$ cat config.mk
export PLATFORM = sky130hd
export DESIGN_NAME = bfpa_alu
export DESIGN_NICKNAME = d
export VERILOG_FILES = /design/src/hdl/assert_macros.svh /design/src/hdl/bfpa_pkg.sv /design/src/hdl/bfpa_alu.sv
export SDC_FILE = /design/constraint.sdc
export NUM_CORES = 1
export LEC_CHECK = 0
export ABC_AREA = 0
export BUFFER_PORTS_ARGS = -buffer_cell sky130_fd_sc_hd__buf_2
export CORE_AREA = 2 2 60 62
export DETAILED_ROUTE_END_ITERATION = 8
export DIE_AREA = 0 0 62 64
export GPL_ROUTABILITY_DRIVEN = 0
export PLACE_DENSITY = 0.55
export RECOVER_POWER = 50
export SETUP_SLACK_MARGIN = 0.3
export SKIP_LAST_GASP = 1
export SLEW_MARGIN = 30
export SYNTH_ARGS = -nofsm -noshare
export SYNTH_HDL_FRONTEND = slang
export SYNTH_SLANG_ARGS = --single-unit
$ cat constraint.sdc
create_clock -name vclk -period 6.3
set_clock_uncertainty 0.05 [all_clocks]
set_input_delay 0 -clock vclk [all_inputs]
set_output_delay 0 -clock vclk [all_outputs]
set_load 0.02 [all_outputs]
$ cat src/hdl/assert_macros.svh
// ----------------------------------------------------------------------------
// Assertion macros shared by the allocator RTL.
// ----------------------------------------------------------------------------
`ifndef ASSERT_MACROS_SVH
`define ASSERT_MACROS_SVH
`ifndef NO_ASSERTIONS
// Checked on every rising edge of clk, suspended while reset is applied.
`define BFPA_ASSERT(lbl, prop) \
	lbl: assert property (@(posedge clk) disable iff (!arst_n) prop) \
		else $error("bfpa: property failed");
// Checked on every rising edge of clk, reset included.
`define BFPA_ASSERT_ALWAYS(lbl, prop) \
	lbl: assert property (@(posedge clk) prop) \
		else $error("bfpa: property failed");
`else
`define BFPA_ASSERT(lbl, prop)
`define BFPA_ASSERT_ALWAYS(lbl, prop)
`endif
`endif

$ cat src/hdl/bfpa_pkg.sv
`timescale 1ns / 1ps
// ----------------------------------------------------------------------------
// bfpa_pkg
// Types, codes and defaults shared by the page allocator modules.
// ----------------------------------------------------------------------------
package bfpa_pkg;

	localparam int DEF_PAGES       = 4096;
	localparam int DEF_MAX_EXTENTS = 64;
	localparam int CFG_W           = 13;
	localparam int STAT_W          = 3;

	localparam logic REG_TOTAL    = 1'b0;
	localparam logic REG_RESERVED = 1'b1;

	localparam logic [STAT_W-1:0] ST_OK       = 3'd0;
	localparam logic [STAT_W-1:0] ST_ZERO     = 3'd1;
	localparam logic [STAT_W-1:0] ST_FEW      = 3'd2;
	localparam logic [STAT_W-1:0] ST_NOFIT    = 3'd3;
	localparam logic [STAT_W-1:0] ST_NOTALLOC = 3'd4;
	localparam logic [STAT_W-1:0] ST_FULL     = 3'd5;

	typedef enum logic [1:0] {
		CMD_INIT,
		CMD_ALLOC,
		CMD_FREE,
		CMD_MERGE
	} cmd_t;

	typedef enum logic {
		ALU_ADD,
		ALU_SUB
	} alu_op_t;

	typedef enum logic [4:0] {
		S_CLEAR,
		S_IDLE,
		S_INIT_SET,
		S_ACHK,
		S_SCAN_RD,
		S_SCAN_EV,
		S_AFIN1,
		S_AFIN2,
		S_AFIN3,
		S_SHDN_RD,
		S_SHDN_WR,
		S_FRD,
		S_FCHK,
		S_POS_RD,
		S_POS_EV,
		S_SHUP_RD,
		S_SHUP_WR,
		S_INSERT,
		S_MSTART,
		S_MLD0,
		S_MRD1,
		S_MEV1,
		S_MJOIN,
		S_DONE
	} state_t;

endpackage

$ cat src/hdl/bfpa_alu.sv
`timescale 1ns / 1ps
// ----------------------------------------------------------------------------
// bfpa_alu
// Shared adder/subtractor; callers zero-extend so the top bit is the borrow.
// ----------------------------------------------------------------------------
module bfpa_alu
	import bfpa_pkg::*;
#(
	parameter int W = 14
) (
	input  alu_op_t      op,
	input  logic [W-1:0] a,
	input  logic [W-1:0] b,
	output logic [W-1:0] res
);

	always_comb begin
		case (op)
			ALU_SUB: res = a - b;
			default: res = a + b;
		endcase
	end

endmodule
Word-level counts from Yosys, hierarchy flattened
Cells that the tools add are included.
W data, S select, Z words.

operators by class
  $add $sub $neg = 2
  $mul = 0
  divide/modulo/power cells = 0
  magnitude comparators = 0
  equal/unequal tests = 0
  shift operators = 0
  mux-type cells = 1
  bitwise gates (word level) = 0
  reduce and logical (&&, ||, !) cells = 0

operator list
  operator          count
  $add A14 B14 Y14  1
  $mux W14          1
  $sub A14 B14 Y14  1

word-level totals
  bits in registers = 0
  latch bits = 0
  bits in writable memories = 0
  ROM bits = 0
  output and inout port bits = 14
  memories kept = 0

Longest topological paths before layout
  depth after elaboration = 2
  mapped depth = 11
  depth with buffers taken out = 11

Worst setup path before layout
Ideal clock, no wire load.

  path kind = in2out
  start = in op
  end = out res[12]
  arrival time = 2.171 ns
  required time = 6.250 ns
  setup slack = 4.079 ns
  stages on the path = 8
  path through = clkbuf_1 mux2i_1 fa_1 a21o_1 a311o_2 a221oi_4 o31ai_2 xor2_1

between the ends
  word-level cells in the longest chain between the ends = 1

RTL lines
  what             line            text
  start, declared  bfpa_alu.sv:11  input alu_op_t op,
  $mux W14         bfpa_alu.sv:18  case (op)
  end, declared    bfpa_alu.sv:14  output logic [W-1:0] res

No other way between the ends.

Final worst setup path
  start = in b[3]
  end = out res[7]

between the ends
  word-level cells in the longest chain between the ends = 2
  elaborated cells between the ends (all ways) = 3
  those cells by class = add/sub: 2; mux: 1

RTL lines
  what                                                  line                            text
  start, declared                                       bfpa_alu.sv:13                  input logic [W-1:0] b,
  $add A14 B14 Y14 or $sub A14 B14 Y14 (tied branches)  bfpa_alu.sv:20, bfpa_alu.sv:19
  $mux W14 *                                            bfpa_alu.sv:18

Every way passes the cells marked *; elsewhere a longest branch is shown, timed or not.

==> results_dict.tcl <==
set metrics [dict create \
    status "complete, no violations" \
    syn_area_per_cell_um2 7.234 \
    via_per_inst 4.964 \
    maxSlewHeadroom_pct 73.95 \
    cp.required_ns 6.25 \
    synthCells 133 \
    hp-class "input pin to primary output" \
    nClkBuffers 0 \
    cts_resized 0 \
    fp.dieArea_um2 3968 \
    crit_path_top_delay_cell "or4b_1" \
    wl_mm 2.514 \
    setup_tns_ns 0 \
    pin_count 43 \
    fmax_mhz 400.2 \
    ir_worst_vdd_mv 0.02660 \
    grt_max_degree 15 \
    crit_fanout 6 \
    n_sequential_cell 0 \
    drtPass1Iterations 4 \
    antenna_found_initial 0 \
    critPathCaptureType "primary output" \
    vias 1092 \
    synth_cell_types 40 \
    min_to "res[0]" \
    drv_slew 0 \
    drt-initial-drc-count 39 \
    max_cap_violations 0 \
    worst_pin_slew_ns 0.3866 \
    synth_top_cell_by_area "ha_1" \
    whs_path_depth 4 \
    syn_nets 177 \
    synth_area_um2 962.2 \
    synth_top_cell_area_share_pct 18.21 \
    wl_per_cell_um 11.43 \
    portBuffers 43 \
    die_y_um 64 \
    placeableCoreArea_um2 3284 \
    cts_hold_buf 0 \
    synth_seq_area_share_pct 0 \
    track_usage_pct 12.43 \
    seqPwrFrac_pct 0 \
    final_cell_mix "buf_2 (37), nor2_1 (18), xnor2_1 (18)" \
    power.share.switching_pct 60.22 \
    pwr-share-comb_pct 100.0 \
    min_period_ns 2.499 \
    slowest_delay_ns 0.50 \
    finalPower_w 0.0002047 \
    hold_violations 0 \
    drc 0 \
    yosysWarningCount 0 \
    num_rows 21 \
    drive_gt1_share_pct 25.29 \
    power_switching_w 0.0001233 \
    p_leak_nw 0.5525 \
    cp_num_buf_inv 2 \
    rsz0062_at_grt "no" \
    cp_common_cell "buf_2" \
    grt_first_pass_wirelength_mm 4.008 \
    hp-start "b[0]" \
    diodes 0 \
    start_util_pct 29.30 \
    critPathKind "input pin to primary output" \
    grt_pass1_vias 968 \
    postRouteAntennaNets 0 \
    path_delay_family "simple AND/OR/NAND/NOR gates" \
    area_delta_synth_final_pct 26.01 \
    p_int_w 0.00008143 \
    arrival_ns 2.45 \
    place.detailed.hpwl_mm 2.239 \
    seq_area_um2 0 \
    finalSetupViolCount 0 \
    post_cts_buffers 0 \
    synth.area.top_cells "ha_1 (18%), xnor2_1 (16%), nor2_1 (7.0%)" \
    clockPowerShare_pct 0 \
    final_common_cell "buf_2" \
    power_per_cell_area_nw_per_um2 168.8 \
    path_cells "buf_2 -> nor2_1 -> a21oi_1 -> xnor2_1 -> ha_1 -> a21o_1 -> a31oi_2 -> a21boi_0 -> or4b_1 -> nand3_1 -> buf_2" \
    start_kind "input pin" \
    dieWidth_um 62 \
    fin_crit_sh_pct 39.66 \
    grt-ovfl-total 0 \
    layout.nets 220 \
]
## tightest hold or removal path: stages
cell and delay, ns:
buf_2 0.12, ha_1 0.12, inv_1 0.03, clkbuf_1 0.15
## per-stage QoR
stage	hold slack, ns	utilization [%]	cells	cell area (µm²)	setup WS (ns)
floorplan	0.1315	-	133	962.2	4.079
global placement	0.3518	37.26	220	1224	3.777
detailed placement	0.3673	37.26	220	1224	3.785
CTS	0.3673	37.26	220	1224	3.785
global route	0.4044	36.91	220	1212	3.548
finish	0.3823	36.91	220	1212	3.801
## final cells by class
cell class / instances / area, µm²
Tap cell: 46 / 57.56
Inverter: 9 / 33.78
Fill cell: 369 / 2072
Timing Repair Buffer: 43 / 207.7
Multi-Input combinational cell: 122 / 913.4
## per-layer routing
metal	vias up	global-route usage (%)	wire length [µm]
met5	-	0	0
met4	0	0	8
met3	2	0.2024	116
met2	29	21.61	1199
met1	488	17.82	1189
li1	573	-	-
## worst max-delay path by stage
stage | from | to | slack (ns) | cells after the start
6_report | b[3] | res[7] | 3.80 | 11
3_5_place_dp | b[4] | res[13] | 3.79 | 11
5_1_grt | b[3] | res[13] | 3.55 | 11
2_1_floorplan | op | res[12] | 4.08 | 8
4_1_cts | b[4] | res[13] | 3.78 | 11
3_3_place_gp | b[4] | res[13] | 3.78 | 11
## kinds of logic (layout without fill, tap and decap cells)
kind of cell	count (synthesis)	count (layout)	share of synthesized area (%)
AO/OA/AOI/OAI	40	40	32.25
AND/OR/NAND/NOR	43	43	20.68
XOR/XNOR	22	22	20.03
adder cells (fa/ha/maj)	15	15	20.29
buffers and inverters	11	52	4.681
multiplexers	2	2	2.081
## power by group through the flow
stage / clock, W / combinational, W / sequential, W
2_1_floorplan: 0 / 0.000152 / 0
3_3_place_gp: 0 / 0.000206 / 0
3_5_place_dp: 0 / 0.000208 / 0
4_1_cts: 0 / 0.000209 / 0
5_1_grt: 0 / 0.000225 / 0
6_report: 0 / 0.000205 / 0
## cells in the mapped netlist, types with 2 or more instances
| cell type | instances |
|---|---|
| a21o_1 | 2 |
| a21oi_1 | 12 |
| a31oi_1 | 2 |
| a41oi_1 | 2 |
| ha_1 | 14 |
| inv_1 | 9 |
| mux2i_1 | 2 |
| nand2_1 | 7 |
| nand3_1 | 3 |
| nor2_1 | 18 |
| nor2b_1 | 2 |
| nor3_1 | 6 |
| nor4_1 | 2 |
| o21a_1 | 2 |
| o21ai_0 | 5 |
| xnor2_1 | 18 |
| xor2_1 | 4 |
No activity file was read; power rests on OpenSTA's default activity.
